==> src/spline_surface_height_macros.svh <==
// assertion macros of the surface height block
// no dependencies; included by the top module, which carries the assertions
`ifndef SPLINE_SURFACE_HEIGHT_MACROS_SVH
`define SPLINE_SURFACE_HEIGHT_MACROS_SVH
`ifndef SYNTHESIS
// same-cycle implication
`define SSH_ASSERT_IMP(lbl, clk, rstn, ante, cons) \
    lbl: assert property (@(posedge clk) disable iff (!rstn) (ante) |-> (cons)) \
        else $error("implication check failed");
// next-cycle implication
`define SSH_ASSERT_NXT(lbl, clk, rstn, ante, cons) \
    lbl: assert property (@(posedge clk) disable iff (!rstn) (ante) |=> (cons)) \
        else $error("next-cycle check failed");
`else
`define SSH_ASSERT_IMP(lbl, clk, rstn, ante, cons)
`define SSH_ASSERT_NXT(lbl, clk, rstn, ante, cons)
`endif
`endif

==> src/ssh_pkg.sv <==
// shared constants, types and state encodings of the surface height block
// no dependencies
`default_nettype none
package ssh_pkg;

    localparam int MAX_POINTS = 16;
    localparam int PTR_W      = $clog2(MAX_POINTS);
    localparam int CNT_W      = $clog2(MAX_POINTS + 1);
    localparam int NUM_LANES  = 3;

    localparam int NOISE_W    = 16;
    localparam int HEIGHT_W   = 24;
    localparam int STR_W      = 16;
    localparam int SEA_W      = 12;
    localparam int BWS_W      = 16;
    localparam int COL_W      = 11;
    localparam int HI_W       = 10;
    localparam int SH_W       = 10;
    localparam int FINE_W     = 18;
    localparam int T_W        = 17;
    localparam int CFG_IDX_W  = 3;
    localparam int CFG_DATA_W = 16;

    // register indexes
    localparam logic [CFG_IDX_W-1:0] CFG_STR_CONT  = 3'd0;
    localparam logic [CFG_IDX_W-1:0] CFG_STR_PEAKS = 3'd1;
    localparam logic [CFG_IDX_W-1:0] CFG_STR_EROS  = 3'd2;
    localparam logic [CFG_IDX_W-1:0] CFG_SEA       = 3'd3;
    localparam logic [CFG_IDX_W-1:0] CFG_BWS       = 3'd4;
    localparam logic [CFG_IDX_W-1:0] CFG_COL       = 3'd5;

    // opcodes and curve selects
    localparam logic OP_LOAD  = 1'b0;
    localparam logic OP_QUERY = 1'b1;
    localparam logic [1:0] CURVE_CONT  = 2'd0;
    localparam logic [1:0] CURVE_PEAKS = 2'd1;
    localparam logic [1:0] CURVE_EROS  = 2'd2;

    typedef struct packed {
        logic [NOISE_W-1:0]  noise;
        logic [HEIGHT_W-1:0] height;
    } point_t;

    typedef struct packed {
        logic             we;
        logic             last;
        logic [PTR_W-1:0] addr;
        point_t           pt;
    } lane_wr_t;

    typedef struct packed {
        logic                done;
        logic [HEIGHT_W-1:0] height;
    } lane_stat_t;

    typedef struct packed {
        logic [NUM_LANES-1:0][STR_W-1:0] strength;
        logic [SEA_W-1:0]                sea;
        logic [BWS_W-1:0]                bws;
        logic [HI_W-1:0]                 hi;
    } comb_cfg_t;

    typedef struct packed {
        logic              done;
        logic [SH_W-1:0]   surface;
        logic [FINE_W-1:0] fine;
    } comb_res_t;

    typedef enum logic [2:0] {L_IDLE, L_SCAN, L_DIV, L_MUL, L_SUM} lane_state_t;
    typedef enum logic [2:0] {C_IDLE, C_MAC, C_DEN, C_DIV, C_CLAMP} comb_state_t;
    typedef enum logic [1:0] {T_IDLE, T_LANES, T_COMB} top_state_t;

endpackage
`default_nettype wire

==> src/ssh_combine.sv <==
// merging stage: weighted sum of lane heights, serial divide, clamp and round
// depends on ssh_pkg
`default_nettype none
module ssh_combine (
    input  wire logic                                            aclk,
    input  wire logic                                            aresetn,
    input  wire logic                                            start,
    input  wire logic [ssh_pkg::NUM_LANES-1:0][ssh_pkg::HEIGHT_W-1:0] heights,
    input  wire ssh_pkg::comb_cfg_t                              cfg,
    output ssh_pkg::comb_res_t                                   res
);
    import ssh_pkg::*;

    localparam int ACC_W = HEIGHT_W + STR_W + 3;
    localparam int TOT_W = STR_W + 2;
    localparam int DEN_W = TOT_W + BWS_W;
    localparam int NUM_W = 50;
    localparam int STEP_W = $clog2(NUM_W);
    localparam int K_W   = $clog2(NUM_LANES);

    comb_state_t             state_reg, state_next;
    logic signed [ACC_W-1:0] acc_reg, acc_next;
    logic [K_W-1:0]          k_reg, k_next;
    logic [DEN_W-1:0]        den_reg, den_next;
    logic [NUM_W-1:0]        num_reg, num_next;
    logic [DEN_W:0]          rem_reg, rem_next;
    logic [STEP_W-1:0]       step_reg, step_next;
    logic [FINE_W-1:0]       fine_reg, fine_next;
    logic [SH_W-1:0]         surf_reg, surf_next;
    logic                    done_reg, done_next;

    logic [TOT_W-1:0]        tot;
    logic [BWS_W-1:0]        bws_eff;
    logic signed [HEIGHT_W+STR_W:0] mult;
    logic [DEN_W:0]          rem_sh;
    logic                    trial;
    logic [FINE_W-1:0]       hi_f;
    logic [FINE_W-1:0]       fine_c;
    logic [FINE_W-1:0]       rnd;

    always_ff @(posedge aclk) begin
        if (!aresetn) begin
            state_reg <= C_IDLE;
            done_reg  <= 1'b0;
        end else begin
            state_reg <= state_next;
            done_reg  <= done_next;
        end
    end

    always_ff @(posedge aclk) begin
        acc_reg  <= acc_next;
        k_reg    <= k_next;
        den_reg  <= den_next;
        num_reg  <= num_next;
        rem_reg  <= rem_next;
        step_reg <= step_next;
        fine_reg <= fine_next;
        surf_reg <= surf_next;
    end

    assign tot     = TOT_W'(cfg.strength[0]) + TOT_W'(cfg.strength[1])
                   + TOT_W'(cfg.strength[2]);
    assign bws_eff = (cfg.bws == '0) ? BWS_W'(1) : cfg.bws;
    assign mult    = $signed(heights[k_reg]) * $signed({1'b0, cfg.strength[k_reg]});
    assign rem_sh  = {rem_reg[DEN_W-1:0], num_reg[NUM_W-1]};
    assign trial   = rem_sh >= {1'b0, den_reg};
    assign hi_f    = {cfg.hi, 8'd0};

    // clamp of the quotient to 1.0 .. hi
    always_comb begin
        if (num_reg < NUM_W'(256)) begin
            fine_c = FINE_W'(256);
        end else if (num_reg > NUM_W'(hi_f)) begin
            fine_c = hi_f;
        end else begin
            fine_c = num_reg[FINE_W-1:0];
        end
    end
    // clamped value is at most 1016.0, so adding one half stays in range
    assign rnd = fine_c + FINE_W'(128);

    // mac, divide and clamp sequencer
    always_comb begin
        state_next = state_reg;
        acc_next   = acc_reg;
        k_next     = k_reg;
        den_next   = den_reg;
        num_next   = num_reg;
        rem_next   = rem_reg;
        step_next  = step_reg;
        fine_next  = fine_reg;
        surf_next  = surf_reg;
        done_next  = done_reg;
        case (state_reg)
            C_IDLE: begin
                if (start) begin
                    done_next = 1'b0;
                    rem_next  = '0;
                    step_next = '0;
                    acc_next  = '0;
                    k_next    = '0;
                    if (tot == '0) begin
                        // all strengths zero: sea level over block size
                        num_next   = NUM_W'({cfg.sea, 16'd0});
                        den_next   = DEN_W'(bws_eff);
                        state_next = C_DIV;
                    end else begin
                        state_next = C_MAC;
                    end
                end
            end
            C_MAC: begin
                acc_next = acc_reg + ACC_W'(mult);
                k_next   = k_reg + K_W'(1);
                if (k_reg == K_W'(NUM_LANES - 1)) begin
                    state_next = C_DEN;
                end
            end
            C_DEN: begin
                den_next = tot * bws_eff;
                num_next = NUM_W'({acc_reg, 8'd0});
                if (acc_reg <= 0) begin
                    // non-positive sum clamps to the floor
                    num_next   = '0;
                    state_next = C_CLAMP;
                end else begin
                    state_next = C_DIV;
                end
            end
            C_DIV: begin
                rem_next  = trial ? (rem_sh - {1'b0, den_reg}) : rem_sh;
                num_next  = {num_reg[NUM_W-2:0], trial};
                step_next = step_reg + STEP_W'(1);
                if (step_reg == STEP_W'(NUM_W - 1)) begin
                    state_next = C_CLAMP;
                end
            end
            C_CLAMP: begin
                fine_next  = fine_c;
                surf_next  = rnd[FINE_W-1:8];
                done_next  = 1'b1;
                state_next = C_IDLE;
            end
            default: begin
                state_next = C_IDLE;
            end
        endcase
    end

    assign res.done    = done_reg;
    assign res.fine    = fine_reg;
    assign res.surface = surf_reg;

endmodule
`default_nettype wire

==> config.mk <==
export PLATFORM = sky130hd
export DESIGN_NAME = ssh_combine
export DESIGN_NICKNAME = d
export VERILOG_FILES = /design/src/spline_surface_height_macros.svh /design/src/ssh_pkg.sv /design/src/ssh_combine.sv
export SDC_FILE = /design/constraint.sdc
export NUM_CORES = 2
export LEC_CHECK = 0
export ABC_AREA = 1
export BUFFER_PORTS_ARGS = -buffer_cell sky130_fd_sc_hd__buf_2
export CORE_MARGIN = 4
export CORE_UTILIZATION = 59
export DETAILED_ROUTE_END_ITERATION = 8
export PLACE_DENSITY = 0.9
export SYNTH_ARGS = -nofsm -noshare
export SYNTH_HDL_FRONTEND = slang
export SYNTH_SLANG_ARGS = --single-unit
==> constraint.sdc <==
create_clock -name aclk -period 7.6 [get_ports aclk]
set_input_delay 1.14 -clock aclk [delete_from_list [all_inputs] [get_ports aclk]]
set_output_delay 1.14 -clock aclk [all_outputs]
set_load 0.005 [all_outputs]
Yosys cells after proc, flatten, opt, wreduce, memory -nomap -nowiden
Cells that the tools add are included.

word-level totals
  flip-flop bits (word level) = 201
  input port bits = 161
  output and inout bits = 29
  logic and storage cells = 79

cells by class
  add/sub/neg operators = 7
  multipliers = 2
  order comparisons = 5
  equal/unequal tests = 10
  muxes and demuxes = 31
  reduce and logical (&&, ||, !) cells = 14

operator list
  kind                                                              number
  2-to-1 mux 50 bit                                                 3
  case mux 50 bit (3 select lines)                                  1
  2-to-1 mux 34 bit                                                 4
  case mux 34 bit (2 select lines)                                  2
  case mux 43 bit (2 select lines)                                  1
  > comparator 50 x 18 -> 1 bit                                     1
  < comparator 50 x 9 -> 1 bit (second input constant)              1
  binary-select mux 24 bit (select 2 bit)                           1
  adder 43 x 41 -> 43 bit                                           1
  less-or-equal comparator 43 x 1 -> 1 bit (second input constant)  1
  2-to-1 mux 43 bit                                                 1
  multiplier 24 x 17 -> 41 bit                                      1
  2-to-1 mux 18 bit                                                 2
  >= comparator 35 x 34 -> 1 bit                                    1
  multiplier 18 x 16 -> 34 bit                                      1
  subtractor 34 bit                                                 1
  binary-select mux 16 bit (select 2 bit)                           1
  2-to-1 mux 16 bit                                                 2
  2-to-1 mux 24 bit                                                 1
  adder 17 x 16 -> 18 bit                                           1
  adder 18 x 8 -> 18 bit (second input constant)                    1
  zero test 18 bit                                                  1
  adder 16 x 16 -> 17 bit                                           1
  zero test 16 bit                                                  1
  22 further kinds                                                  37

Longest topological paths before layout
  depth after elaboration = 6
  gate-level depth with buffers = 36
  depth with buffers taken out = 36

Worst setup path before layout
No wires, ideal clock.

  kind = input to register
  start = input port cfg[39] (netlist bit)
  end = register den_reg[28] (data pin)
  library setup time = 0.261 ns
  data arrival time = 7.731 ns
  required time = 7.339 ns
  path slack = -0.392 ns
  cell stages on the path = 31
  path buffers = 1
  cells stage by stage = fa_1 ha_1 fa_1 nand3_1 nand2_1 nand2_1 nand3_1 xor2_1 clkbuf_1 nand2_1 fa_1 inv_1 fa_1 fa_1 fa_1 fa_1 inv_1 fa_1 inv_1 ha_1 nand2_1 inv_1 nand2_1 nor3_1 nand4_1 nand3_1 nand2_1 nand2_1 a21boi_0 o21ai_0 a21oi_1

between the ends
  cells in the longest elaborated chain, start to end = 4

RTL lines
  element                           RTL line            source
  from (decl)                       ssh_combine.sv:9    input wire ssh_pkg::comb_cfg_t cfg,
  adder 16 x 16 -> 17 bit           ssh_combine.sv:62   assign tot = TOT_W'(cfg.strength[0]) + TOT_W'(cfg.strength[1])
  adder 17 x 16 -> 18 bit           ssh_combine.sv:63   + TOT_W'(cfg.strength[2]);
  multiplier 18 x 16 -> 34 bit      ssh_combine.sv:121  den_next = tot * bws_eff;
  case mux 34 bit (2 select lines)  ssh_combine.sv:95   case (state_reg)
  to (signal assigned)              ssh_combine.sv:54   den_reg <= den_next;
  to (decl)                         ssh_combine.sv:24   logic [DEN_W-1:0] den_reg, den_next;

Every way passes these cells.
A chain may end at the register's enable or synchronous reset.

Worst setup path in the final report
  start = input port cfg[71] (netlist bit)
  end = register den_reg[28] (data pin)

between the ends
  cells in the longest elaborated chain, start to end = 3

RTL lines
  element                           RTL line
  adder 17 x 16 -> 18 bit           ssh_combine.sv:63
  multiplier 18 x 16 -> 34 bit      ssh_combine.sv:121
  case mux 34 bit (2 select lines)  ssh_combine.sv:95

Every way passes these cells.

==> results.json <==
{
  "clk_pin_slew_ns": 0.06,
  "drive_gt1_share_pct": 14.1,
  "fin_crit_sh_pct": 99.9,
  "ys.warnings.count": 0,
  "synth_top_area_share_pct": 34.7,
  "via_count": 34400,
  "final_util_pct": 68.2,
  "grt_pass1_vias": 35900,
  "clkLatencyLatePin_ns": 0.53,
  "cp_data_arrival_time_ns": 7.86,
  "grt_overflow": 0,
  "cts_buffers": 24,
  "cts_root_buf": "clkbuf_16",
  "critPathMostFrequentCell": "fa_1",
  "slew_headroom_pct": 19.8,
  "drc_errors": 0,
  "cp-end-kind": "flop",
  "ios": 190,
  "design.die.area_sq_mm": 0.0707,
  "grt_pass1_wl_microns": 181000,
  "grt_max_degree": 68,
  "die_x_microns": 266,
  "num_rows": 94,
  "gp_congestion": 1.04,
  "synth_cells": 4979,
  "synth-edff-count": 197,
  "drt_pass1_iterations": 8,
  "yosys.area.top_type": "fa_1",
  "worst_pin_slew_ns": 1.20,
  "period_minus_slack_ns": 7.60,
  "grt_util_all_layers_pct": 31.8,
  "routedWlPerCell_microns": 18.2,
  "async_flop_share_pct": 0,
  "pre_cts_slack_ns": -0.693,
  "startpoint_type": "primary input",
  "synth_area_leaders": "fa_1 (35%), edfxtp_1 (15%), inv_1 (12%)",
  "hold_slack_ns": 0.555,
  "final_antenna_net_count": 0,
  "crit_family": "adder cells",
  "critPathKind": "primary input to flop",
  "cpPeakStageDelay_ns": 0.57,
  "antenna_found_initial": 1,
  "cts_buffer_depth": 3,
  "required_ns": 7.87,
  "syn-cell-area_sq_mm": 0.0392,
  "crit_fanout": 5,
  "dp_hpwl_microns": 92500,
  "io_buffers": 189,
  "start_util_pct": 59.5,
  "finClkSkew_ns": 0.0134,
  "drt_wl_total_microns": 113000,
  "regArea_sq_mm": 0.00600,
  "final_common_cell": "inv_1",
  "setup_tns_ns": 0,
  "nNetsFinal": 6435,
  "critPathSlowestCell": "fa_1",
  "via_per_inst": 5.55,
  "rsz0062_at_grt": "yes",
  "synth_cell_types": 55,
  "worst-path-buf-inv": 7,
  "fin_ws_ns": 0.00403,
  "h-tree-depth": 1,
  "final_cell_mix": "inv_1 (1261), nand2_1 (1085), fa_1 (669), nor2_1 (451), ha_1 (251)",
  "synth_seq_cells": 201,
  "synthToLayoutAreaGrowth_pct": 14.5,
  "cts.sinks": 201,
  "worstHoldPathType": "flop to flop",
  "largest_reg_flops": 50,
  "drv_cap": 0,
  "synth.avg_cell_area_sq_um": 7.88,
  "die-height_microns": 266,
  "cts_tree": "done",
  "ys.flop_type": "edfxtp_1",
  "drv_slew": 0,
  "multi_input_area_sq_mm": 0.0287,
  "status": "finished, final reports clean",
  "fillers": 4989,
  "hold_viol": 0,
  "fmax_mhz": 132,
  "drtIter0Drc": 3224,
  "hold_buffers": 0,
  "synth-seq-area-share_pct": 15.3,
  "setup_violations": 0,
  "core_area_sq_mm": 0.0659,
  "syn_nets": 6094
}
logic make-up after synthesis:
family | after synthesis | share of synthesized area [%]
simple gates | 1844 | 18.8
flops | 201 | 15.3
xor+xnor | 53 | 1.18
compound gates | 471 | 7.07
buf+inv | 1456 | 14.2
fa+ha+maj | 954 | 43.5
metrics by stage:
step,instances,area [sq um]
detailed placement,6135,43100
global route,6202,44900
global placement,6135,43100
finish,6203,44900
floorplan,4979,39400
CTS,6191,44200
worst register-to-register path, delay by kind of cell, from the launching register on:
| family | cells | cell delay [ns] |
|---|---|---|
| and+or+nand+nor | 6 | 0.73 |
| buffers and inverters | 7 | 1.15 |
| AOI/OAI and AO/OA | 6 | 1.27 |
| DFF | 1 | 0.45 |
| adders and majority gates | 7 | 3.41 |
synthesized netlist by cell type, drive strengths merged (2+ instances only):
cell,instances
nand3b,4
buf,67
o21ai,168
clkbuf,82
clkinv,8
o211ai,12
nand2,1129
o2111ai,2
a21o,13
nand4,34
a21boi,6
o221ai,3
o21a,9
a211oi,2
o31ai,40
edfxtp,197
ha,274
a221oi,2
and2,3
or2,3
inv,1299
nor3,26
o22ai,3
o21bai,15
xnor2,31
nand3,145
xor2,22
a21oi,168
fa,680
a31oi,23
nor2,479
nor4,18
dfxtp,4
path summary, 6_finish.rpt:
kind | from | endpoint | slack (ns) | cells past startpoint
worst max-delay path | cfg[71] | den_reg[28] | 0.004 | 33
worst min-delay path | state_reg[1] | state_reg[2] | 0.56 | 2
worst max register to register | k_reg[0] | acc_reg[35] | 0.38 | 26
worst min register to register | state_reg[1] | state_reg[2] | 0.56 | 2
layout make-up:
class                           count  area share (%)
Multi-Input combinational cell   3322            64.0
Sequential cell                   201            13.4
Inverter                         1307            11.0
Timing Repair Buffer              464            7.30
Tap cell                          864            2.41
Clock buffer                       30            1.44
Clock inverter                     14           0.463
Antenna cell                        1         0.00557
metal layers:
layer,up-vias,global-route usage [%],wire length [microns]
li1,15600,-,-
met1,16600,42.9,43500
met2,1882,52.2,54000
met3,334,5.77,11300
met4,0,11.0,4130
met5,-,0,0
repair_timing:
action                     4_1_cts  5_1_grt
pin swaps                       33      138
buffers inserted                12       13
setup endpoints to repair       11       23
gates resized for setup         36      183
cloned                           0        0
Power is left out: the tool's default activity adds up to more than one toggle a clock period on the data nets, which glitch-free logic cannot reach.
