`src/spline_surface_height_macros.svh`:
```
// assertion macros of the surface height block
// no dependencies; included by the top module, which carries the assertions
`ifndef SPLINE_SURFACE_HEIGHT_MACROS_SVH
`define SPLINE_SURFACE_HEIGHT_MACROS_SVH
`ifndef SYNTHESIS
// same-cycle implication
`define SSH_ASSERT_IMP(lbl, clk, rstn, ante, cons) \
    lbl: assert property (@(posedge clk) disable iff (!rstn) (ante) |-> (cons)) \
        else $error("implication check failed");
// next-cycle implication
`define SSH_ASSERT_NXT(lbl, clk, rstn, ante, cons) \
    lbl: assert property (@(posedge clk) disable iff (!rstn) (ante) |=> (cons)) \
        else $error("next-cycle check failed");
`else
`define SSH_ASSERT_IMP(lbl, clk, rstn, ante, cons)
`define SSH_ASSERT_NXT(lbl, clk, rstn, ante, cons)
`endif
`endif

```
`src/ssh_pkg.sv`:
```
// shared constants, types and state encodings of the surface height block
// no dependencies
`default_nettype none
package ssh_pkg;

    localparam int MAX_POINTS = 16;
    localparam int PTR_W      = $clog2(MAX_POINTS);
    localparam int CNT_W      = $clog2(MAX_POINTS + 1);
    localparam int NUM_LANES  = 3;

    localparam int NOISE_W    = 16;
    localparam int HEIGHT_W   = 24;
    localparam int STR_W      = 16;
    localparam int SEA_W      = 12;
    localparam int BWS_W      = 16;
    localparam int COL_W      = 11;
    localparam int HI_W       = 10;
    localparam int SH_W       = 10;
    localparam int FINE_W     = 18;
    localparam int T_W        = 17;
    localparam int CFG_IDX_W  = 3;
    localparam int CFG_DATA_W = 16;

    // register indexes
    localparam logic [CFG_IDX_W-1:0] CFG_STR_CONT  = 3'd0;
    localparam logic [CFG_IDX_W-1:0] CFG_STR_PEAKS = 3'd1;
    localparam logic [CFG_IDX_W-1:0] CFG_STR_EROS  = 3'd2;
    localparam logic [CFG_IDX_W-1:0] CFG_SEA       = 3'd3;
    localparam logic [CFG_IDX_W-1:0] CFG_BWS       = 3'd4;
    localparam logic [CFG_IDX_W-1:0] CFG_COL       = 3'd5;

    // opcodes and curve selects
    localparam logic OP_LOAD  = 1'b0;
    localparam logic OP_QUERY = 1'b1;
    localparam logic [1:0] CURVE_CONT  = 2'd0;
    localparam logic [1:0] CURVE_PEAKS = 2'd1;
    localparam logic [1:0] CURVE_EROS  = 2'd2;

    typedef struct packed {
        logic [NOISE_W-1:0]  noise;
        logic [HEIGHT_W-1:0] height;
    } point_t;

    typedef struct packed {
        logic             we;
        logic             last;
        logic [PTR_W-1:0] addr;
        point_t           pt;
    } lane_wr_t;

    typedef struct packed {
        logic                done;
        logic [HEIGHT_W-1:0] height;
    } lane_stat_t;

    typedef struct packed {
        logic [NUM_LANES-1:0][STR_W-1:0] strength;
        logic [SEA_W-1:0]                sea;
        logic [BWS_W-1:0]                bws;
        logic [HI_W-1:0]                 hi;
    } comb_cfg_t;

    typedef struct packed {
        logic              done;
        logic [SH_W-1:0]   surface;
        logic [FINE_W-1:0] fine;
    } comb_res_t;

    typedef enum logic [2:0] {L_IDLE, L_SCAN, L_DIV, L_MUL, L_SUM} lane_state_t;
    typedef enum logic [2:0] {C_IDLE, C_MAC, C_DEN, C_DIV, C_CLAMP} comb_state_t;
    typedef enum logic [1:0] {T_IDLE, T_LANES, T_COMB} top_state_t;

endpackage
`default_nettype wire

```
`src/ssh_lane.sv`:
```
// one curve lane: breakpoint table, segment scan, fraction divider, interpolation
// depends on ssh_pkg
`default_nettype none
module ssh_lane (
    input  wire logic                          aclk,
    input  wire logic                          aresetn,
    input  wire ssh_pkg::lane_wr_t             wr,
    input  wire logic                          start,
    input  wire logic [ssh_pkg::NOISE_W-1:0]   value,
    output ssh_pkg::lane_stat_t                stat
);
    import ssh_pkg::*;

    point_t              table_mem [MAX_POINTS];
    point_t              rd_data_reg;
    lane_state_t         state_reg, state_next;
    logic [CNT_W-1:0]    count_reg;
    logic [PTR_W-1:0]    addr_reg, addr_next;
    logic                dvalid_reg, dvalid_next;
    logic [PTR_W-1:0]    didx_reg, didx_next;
    point_t              prev_reg, prev_next;
    point_t              first_reg, first_next;
    logic [NOISE_W-1:0]  d_reg, d_next;
    logic [HEIGHT_W-1:0] h0_reg, h0_next;
    logic [HEIGHT_W:0]   dh_reg, dh_next;
    logic [T_W-1:0]      rem_reg, rem_next;
    logic [T_W-1:0]      q_reg, q_next;
    logic [4:0]          step_reg, step_next;
    logic signed [HEIGHT_W+T_W+1:0] prod_reg, prod_next;
    logic [HEIGHT_W-1:0] height_reg, height_next;
    logic                done_reg, done_next;

    logic signed [NOISE_W:0] span, offs;
    logic [T_W-1:0]          rem_sub;
    logic                    trial;
    logic signed [HEIGHT_W+T_W+1:0] rnd, shd;
    point_t                  first_pt;
    logic [PTR_W-1:0]        last_idx;

    // table write port and registered read
    always_ff @(posedge aclk) begin
        if (wr.we) begin
            table_mem[wr.addr] <= wr.pt;
        end
        rd_data_reg <= table_mem[addr_reg];
    end

    // point count
    always_ff @(posedge aclk) begin
        if (!aresetn) begin
            count_reg <= '0;
        end else if (wr.we && wr.last) begin
            count_reg <= CNT_W'(wr.addr) + CNT_W'(1);
        end
    end

    // control registers
    always_ff @(posedge aclk) begin
        if (!aresetn) begin
            state_reg  <= L_IDLE;
            done_reg   <= 1'b0;
            dvalid_reg <= 1'b0;
        end else begin
            state_reg  <= state_next;
            done_reg   <= done_next;
            dvalid_reg <= dvalid_next;
        end
    end

    // datapath registers
    always_ff @(posedge aclk) begin
        addr_reg   <= addr_next;
        didx_reg   <= didx_next;
        prev_reg   <= prev_next;
        first_reg  <= first_next;
        d_reg      <= d_next;
        h0_reg     <= h0_next;
        dh_reg     <= dh_next;
        rem_reg    <= rem_next;
        q_reg      <= q_next;
        step_reg   <= step_next;
        prod_reg   <= prod_next;
        height_reg <= height_next;
    end

    assign span     = $signed({rd_data_reg.noise[NOISE_W-1], rd_data_reg.noise})
                    - $signed({prev_reg.noise[NOISE_W-1], prev_reg.noise});
    assign offs     = $signed({value[NOISE_W-1], value})
                    - $signed({prev_reg.noise[NOISE_W-1], prev_reg.noise});
    assign trial    = rem_reg >= {1'b0, d_reg};
    assign rem_sub  = trial ? (rem_reg - {1'b0, d_reg}) : rem_reg;
    assign rnd      = prod_reg + (HEIGHT_W+T_W+2)'(32768);
    assign shd      = rnd >>> 16;
    assign first_pt = (didx_reg == '0) ? rd_data_reg : first_reg;
    assign last_idx = PTR_W'(count_reg - CNT_W'(1));

    // scan, divide and interpolate sequencer
    always_comb begin
        state_next  = state_reg;
        addr_next   = addr_reg;
        dvalid_next = 1'b0;
        didx_next   = didx_reg;
        prev_next   = prev_reg;
        first_next  = first_reg;
        d_next      = d_reg;
        h0_next     = h0_reg;
        dh_next     = dh_reg;
        rem_next    = rem_reg;
        q_next      = q_reg;
        step_next   = step_reg;
        prod_next   = prod_reg;
        height_next = height_reg;
        done_next   = done_reg;
        case (state_reg)
            L_IDLE: begin
                if (start) begin
                    done_next = 1'b0;
                    addr_next = '0;
                    if (count_reg == '0) begin
                        height_next = '0;
                        done_next   = 1'b1;
                    end else begin
                        state_next = L_SCAN;
                    end
                end
            end
            L_SCAN: begin
                addr_next   = addr_reg + PTR_W'(1);
                dvalid_next = 1'b1;
                didx_next   = addr_reg;
                if (dvalid_reg) begin
                    if (didx_reg == '0) begin
                        first_next = rd_data_reg;
                    end
                    if (didx_reg != '0
                        && $signed(prev_reg.noise) <= $signed(value)
                        && $signed(value) <= $signed(rd_data_reg.noise)) begin
                        // segment found
                        if (span == '0) begin
                            height_next = prev_reg.height;
                            done_next   = 1'b1;
                            state_next  = L_IDLE;
                        end else begin
                            d_next     = span[NOISE_W-1:0];
                            rem_next   = {1'b0, offs[NOISE_W-1:0]};
                            q_next     = '0;
                            step_next  = '0;
                            h0_next    = prev_reg.height;
                            dh_next    = {rd_data_reg.height[HEIGHT_W-1], rd_data_reg.height}
                                       - {prev_reg.height[HEIGHT_W-1], prev_reg.height};
                            state_next = L_DIV;
                        end
                    end else if (didx_reg == last_idx) begin
                        // outside every segment: end heights
                        if ($signed(value) < $signed(first_pt.noise)) begin
                            height_next = first_pt.height;
                        end else begin
                            height_next = rd_data_reg.height;
                        end
                        done_next  = 1'b1;
                        state_next = L_IDLE;
                    end else begin
                        prev_next = rd_data_reg;
                    end
                end
            end
            L_DIV: begin
                // one quotient bit per cycle of the Q1.16 fraction
                rem_next  = {rem_sub[T_W-2:0], 1'b0};
                q_next    = {q_reg[T_W-2:0], trial};
                step_next = step_reg + 5'd1;
                if (step_reg == 5'(T_W - 1)) begin
                    state_next = L_MUL;
                end
            end
            L_MUL: begin
                prod_next  = $signed(dh_reg) * $signed({1'b0, q_reg});
                state_next = L_SUM;
            end
            L_SUM: begin
                height_next = h0_reg + shd[HEIGHT_W-1:0];
                done_next   = 1'b1;
                state_next  = L_IDLE;
            end
            default: begin
                state_next = L_IDLE;
            end
        endcase
    end

    assign stat.done   = done_reg;
    assign stat.height = height_reg;

endmodule
`default_nettype wire

```
`config.mk`:
```
export PLATFORM = sky130hd
export DESIGN_NAME = ssh_lane
export DESIGN_NICKNAME = d
export VERILOG_FILES = /design/src/spline_surface_height_macros.svh /design/src/ssh_pkg.sv /design/src/ssh_lane.sv
export SDC_FILE = /design/constraint.sdc
export NUM_CORES = 2
export LEC_CHECK = 0
export BUFFER_PORTS_ARGS = -buffer_cell sky130_fd_sc_hd__buf_2
export CAP_MARGIN = 5
export CORE_ASPECT_RATIO = 1.4
export CORE_MARGIN = 2
export CORE_UTILIZATION = 50
export DETAILED_ROUTE_END_ITERATION = 6
export MAX_ROUTING_LAYER = met4
export PLACE_DENSITY = 0.79
export SYNTH_ARGS = -nofsm -noshare
export SYNTH_HDL_FRONTEND = slang
export SYNTH_SLANG_ARGS = --single-unit
```
`constraint.sdc`:
```
create_clock -name aclk -period 6.3 [get_ports aclk]
set_clock_uncertainty 0.15 [all_clocks]
set_input_delay 1.26 -clock aclk [delete_from_list [all_inputs] [get_ports aclk]]
set_output_delay 1.26 -clock aclk [all_outputs]
set_load 0.01 [all_outputs]
```
* Yosys cells after proc, flatten, opt, wreduce, memory -nomap -nowiden
Memories as Yosys holds them, arrays and structs flattened. A register that Yosys moved wholly into a read port is not among the register bits.
Cells that the tools add are included.
** Word-level totals
- Word-level logic and storage cells :: 113
- Bits in writable memories :: 640
- Flip-flop bits (word level) :: 266
- Memories kept :: 1
- Bits of input ports :: 65
- Output and inout port bits :: 25
** Operators by class
- Multipliers :: 1
- Equality and inequality tests :: 15
- $lt $le $gt $ge :: 4
- Reduce and logical (&&, ||, !) cells :: 19
- Mux-type cells :: 42
- Add/sub/neg operators :: 10
- Bitwise operators :: 3
** Memory list
- table_mem :: words 16, width 40, read ports 1, clocked after memory_dff 1, wr ports 1, RTL line ssh_lane.sv:14 : point_t table_mem [MAX_POINTS];
** Operator list (count)
- $mux W24 :: 7
- $mux W17 :: 6
- $pmux W24 S3 :: 1
- $pmux W17 S2 :: 2
- $add A40 B17 Y40 const B :: 1
- $mul A25 B18 Y40 :: 1
- $mux W40 :: 1
- $le A16 B16 Y1 :: 2
- $sub A16 B16 Y16 :: 2
- $sub A24 B24 Y25 :: 1
- $add A24 B24 Y24 :: 1
- $mux W3 :: 6
- $ge A17 B16 Y1 :: 1
- $logic_not A17 Y1 :: 1
- $sub A16 B16 Y17 :: 1
- $lt A16 B16 Y1 :: 1
- $mux W16 :: 1
- $mux W5 :: 3
- $ne A2 B2 Y1 const B :: 7
- $pmux W3 S4 :: 1
- $reduce_and A4 Y1 :: 3
- $pmux W5 S2 :: 1
- $reduce_and A5 Y1 :: 2
- $mux W1 :: 9
- other kinds (24) :: 32

* Depth between registers and ports, before layout
- Depth in word-level cells :: 8
- Mapped depth :: 24
- Mapped depth without buffers :: 23

* Least setup slack after synthesis
OpenSTA, ideal clock, no wires.
- Path kind :: register to register
- From :: reg q_reg[9]
- To :: reg prod_reg[39], data pin
- Buffers on the path :: 2
- Setup time :: 260 ps
- Slack :: -306 ps
- Required time :: 5890 ps
- Clock period less this slack :: 6606 ps
- Data arrival time :: 6196 ps
- Cell stages (with the launch flop) :: 23
- Path through :: edfxtp_1 -> clkbuf_1 -> clkbuf_1 -> nand2_1 -> fa_1 -> inv_1 -> fa_1 -> fa_1 -> fa_1 -> fa_1 -> inv_1 -> fa_1 -> inv_1 -> ha_1 -> a21o_1 -> a21o_1 -> a221o_1 -> a221o_1 -> a31oi_1 -> o21ai_1 -> a41oi_1 -> o21bai_1 -> xnor2_1
** Between the ends
- Word-level cells in the longest chain between the ends :: 1
** Ends and longest elaborated chain
- start, declared :: RTL line ssh_lane.sv:27 : logic [T_W-1:0] q_reg, q_next;
- start signal, assigned :: RTL line ssh_lane.sv:80 : q_reg <= q_next;
- $mul A25 B18 Y40 :: RTL line ssh_lane.sv:177 : prod_next = $signed(dh_reg) * $signed({1'b0, q_reg});
- end signal, assigned :: RTL line ssh_lane.sv:82 : prod_reg <= prod_next;
- end, declared :: RTL line ssh_lane.sv:29 : logic signed [HEIGHT_W+T_W+1:0] prod_reg, prod_next;
No other way between the ends.
A chain may end at the register's enable or synchronous reset.

* Worst setup path in the final report
- From :: reg q_reg[8]
- To :: reg prod_reg[33], data pin
Same word-level chain as after synthesis.

==> out/qor.csv <==
stage;metric;value;unit
clocking;cts.sinks;931;
floorplan;initial_core_util;50.2;%
layout;nNetsFinal;4894;
flow_run;cap_viol_max_count;0;
layout;syn2layout_area_growth;12.8;%
layout;finalNonFillerCells;5736;
timing;setup_tns;-0.0673;ns
logic_synthesis;ys.flop_type;edfxtp_1;
clocking;cts_buffer_depth;3;
layout;fin_util;56.7;%
worst_setup_path;ff2ff_path_depth;22;
clocking;clkTransAtPathRegs;0.07;ns
power_and_ir_drop;power;17.3;mW
logic_synthesis;syn_nets;4622;
power_and_ir_drop;p_seq_share;42.3;%
timing;fin_crit;6.34;ns
timing;hold_violations;0;
clocking;cts_root_buf;clkbuf_16;
timing;fin_ws;-0.0368;ns
logic_synthesis;ys_seq_area_share;50.5;%
floorplan;fp.dieH;394;um
floorplan;ioPinCount;90;
status;status;finished with violations;
layout;layout-drive-gt1-share;18.8;%
logic_synthesis;synth.area.mux_share;9.86;%
timing;drv_slew;0;
layout;nFillCells;8243;
placement;io_buffers;89;
layout;largest_register;table_mem;
timing;rsz0062_at_grt;true;
floorplan;rows;143;
clocking;insertion_delay;0.67;ns
logic_synthesis;synth_cell_type_count;77;
status;failed_checks;setup timing;
power_and_ir_drop;ir_drop;281;uV
floorplan;fp.dieW;283;um
global_routing;grt_use_total;25.2;%
worst_setup_path;path_class;reg2reg;
placement;gp_congestion;0.926;
logic_synthesis;syn-cell-area;0.0544;mm^2
layout;largest_reg_flops;640;
routing;num_vias;32841;
worst_setup_path;worstPathArrival;6.61;ns
clocking;cts-buffers-inserted;83;
logic_synthesis;syn_area_per_cell;13.8;um^2
placement;dp_hpwl;90100;um
logic_synthesis;synth-compound-area-share;4.49;%
worst_setup_path;cp_max_fo;5;
timing;hold_slack;0.307;ns
layout;post-route-cell-area;0.0613;mm^2
timing;max_freq;0.158;GHz
routing;dr.pass1.iters;5;
logic_synthesis;synth_warnings;0;
global_routing;antenna_found_initial;18;
placement;placed_area;0.0577;mm^2
clocking;cts_tree;yes;
placement;place_ws;-0.264;ns
floorplan;die-area;0.111;mm^2
global_routing;gr-total-overflow;0;
routing;ant_nets;0;
logic_synthesis;synth_edf_count;881;
routing;drt_iter0_drc;2724;
worst_setup_path;worst_setup_path_start_kind;flop;
worst_setup_path;required;6.57;ns
logic_synthesis;synth_fa_ha_area_share;20.0;%
routing;route.detailed.drc;0;
placement;place_inst;5519;
routing;wire_per_inst;23.6;um
clocking;cts.htree.levels;3;
global_routing;grt_pass1_vias;35108;
logic_synthesis;async_flop_share;0;%
clocking;holdBufCountCts;0;
routing;wl;135000;um
power_and_ir_drop;p_sw_share;29.4;%
global_routing;grt_max_degree;164;
floorplan;coreArea;0.108;mm^2
power_and_ir_drop;pwr_density_cell;282;mW/mm^2
global_routing;grt_pass1_wl;204000;um
timing;min_period_over_period;101;%
routing;vias_per_cell;5.73;
timing;slew_headroom;24.7;%
min_path;hold_class;reg2reg;
logic_synthesis;synth_top_family_by_area;adder cells;
timing;setup_viol;3;
power_and_ir_drop;intPower;12.2;mW
power_and_ir_drop;p_comb_share;27.4;%
logic_synthesis;synth_simple_gate_area_share;7.83;%
logic_synthesis;ys_seq_elements;931;
power_and_ir_drop;clock_power_share;30.3;%
power_and_ir_drop;switchingPower;5.09;mW
logic_synthesis;synth_xor_xnor_area_share;2.19;%
worst_setup_path;worstSetupEndpointType;flop;
power_and_ir_drop;p_leak;24.2;nW
timing;worstMarginPinSlew;1.13;ns
min_path;whs_path_depth;0;
logic_synthesis;syn_inst;3928;
path summary, 6_finish.rpt:
path,start,to,slack [ns]
worst max register to register,q_reg[8],prod_reg[33],-0.04
worst max-delay path,q_reg[8],prod_reg[33],-0.04
worst min-delay path,prev_reg[15],h0_reg[15],0.31
worst min register to register,prev_reg[15],h0_reg[15],0.31
cell usage in the layout (no fill, tap or decap), types with 84 or more instances in the layout:
| cell | n |
|---|---|
| xnor2_1 | 90 |
| and2_1 | 197 |
| fa_1 | 382 |
| edfxtp_1 | 881 |
| clkbuf_16 | 84 |
| buf_4 | 209 |
| mux4_2 | 200 |
| nor2_1 | 92 |
| nand2_1 | 310 |
| ha_1 | 220 |
| inv_1 | 585 |
| buf_2 | 89 |
| a21oi_1 | 91 |
what timing repair did:
item | 4_1_cts | 5_1_grt
gates cloned | 1 | 1
setup endpoints to repair | 14 | 20
buffers inserted | 24 | 21
pin swaps | 28 | 38
gates resized for setup | 51 | 61
critical path: stages, from the launching register on:
cell	delay, ns
edfxtp_1	0.42
buf_6	0.17
and2_4	0.16
fa_1	0.55
inv_2	0.04
fa_1	0.46
fa_1	0.49
inv_1	0.05
fa_1	0.45
fa_1	0.54
inv_2	0.05
fa_1	0.52
inv_2	0.05
ha_4	0.21
a21o_1	0.15
a21o_1	0.17
a221o_1	0.33
a221o_1	0.33
a31oi_4	0.28
o21ba_4	0.20
o21ai_2	0.06
buf_4	0.14
xnor2_1	0.11
final cells by class:
cell class,instances,area [um^2],area share (%)
repair buffers,326,2420,3.94
clock buffers,102,2240,3.65
inverters,599,2250,3.67
multi-input cells,2259,24600,40.0
clock inverters,50,566,0.922
well taps,1450,1810,2.96
flip-flops and latches,931,27500,44.8
diodes,19,47.5,0.0775
routing by layer:
metal | track usage [%] | wire, um
met2 | 44.0 | 72300
met4 | 12.6 | 7460
met1 | 27.6 | 46200
met3 | 4.12 | 9460
met5 | - | 0
logic make-up (layout without fill, tap and decap cells):
family	count (synthesis)	after routing
and+or+nand+nor	842	842
AOI/OAI and AO/OA	370	370
other	0	19
buffers and inverters	738	1077
adders and majority gates	629	629
xor gates and xnor gates	136	136
muxes	282	282
DFF	931	931
power groups by stage:
stage / clock network [mW] / registers [mW] / logic (mW)
after floorplan: 0 / 7.37 / 2.74
after global placement: 0 / 7.42 / 4.11
after detailed placement: 0 / 7.43 / 4.21
after CTS: 5.30 / 7.31 / 4.47
after global routing: 5.50 / 7.33 / 5.19
final: 5.25 / 7.32 / 4.75
cell usage after synthesis, types with 16 or more instances:
library cell,instances,area (um^2)
clkbuf_1,118,443
ha_1,230,2880
nor2_1,95,357
and2_1,214,1340
nor2b_1,29,181
xnor2_1,91,797
a21o_1,41,308
xor2_1,45,394
inv_1,599,2250
a21oi_1,96,480
mux2_2,30,338
o21ai_0,71,355
dfxtp_1,50,1000
mux4_2,200,4500
a31oi_1,16,100
nand2b_1,20,125
nor3_1,22,110
nand3_1,35,175
and3_1,44,275
mux2i_1,52,521
fa_1,399,7990
nand4_1,21,131
nand2_1,311,1170
edfxtp_1,881,26500
No activity file was read; power rests on OpenSTA's default activity.
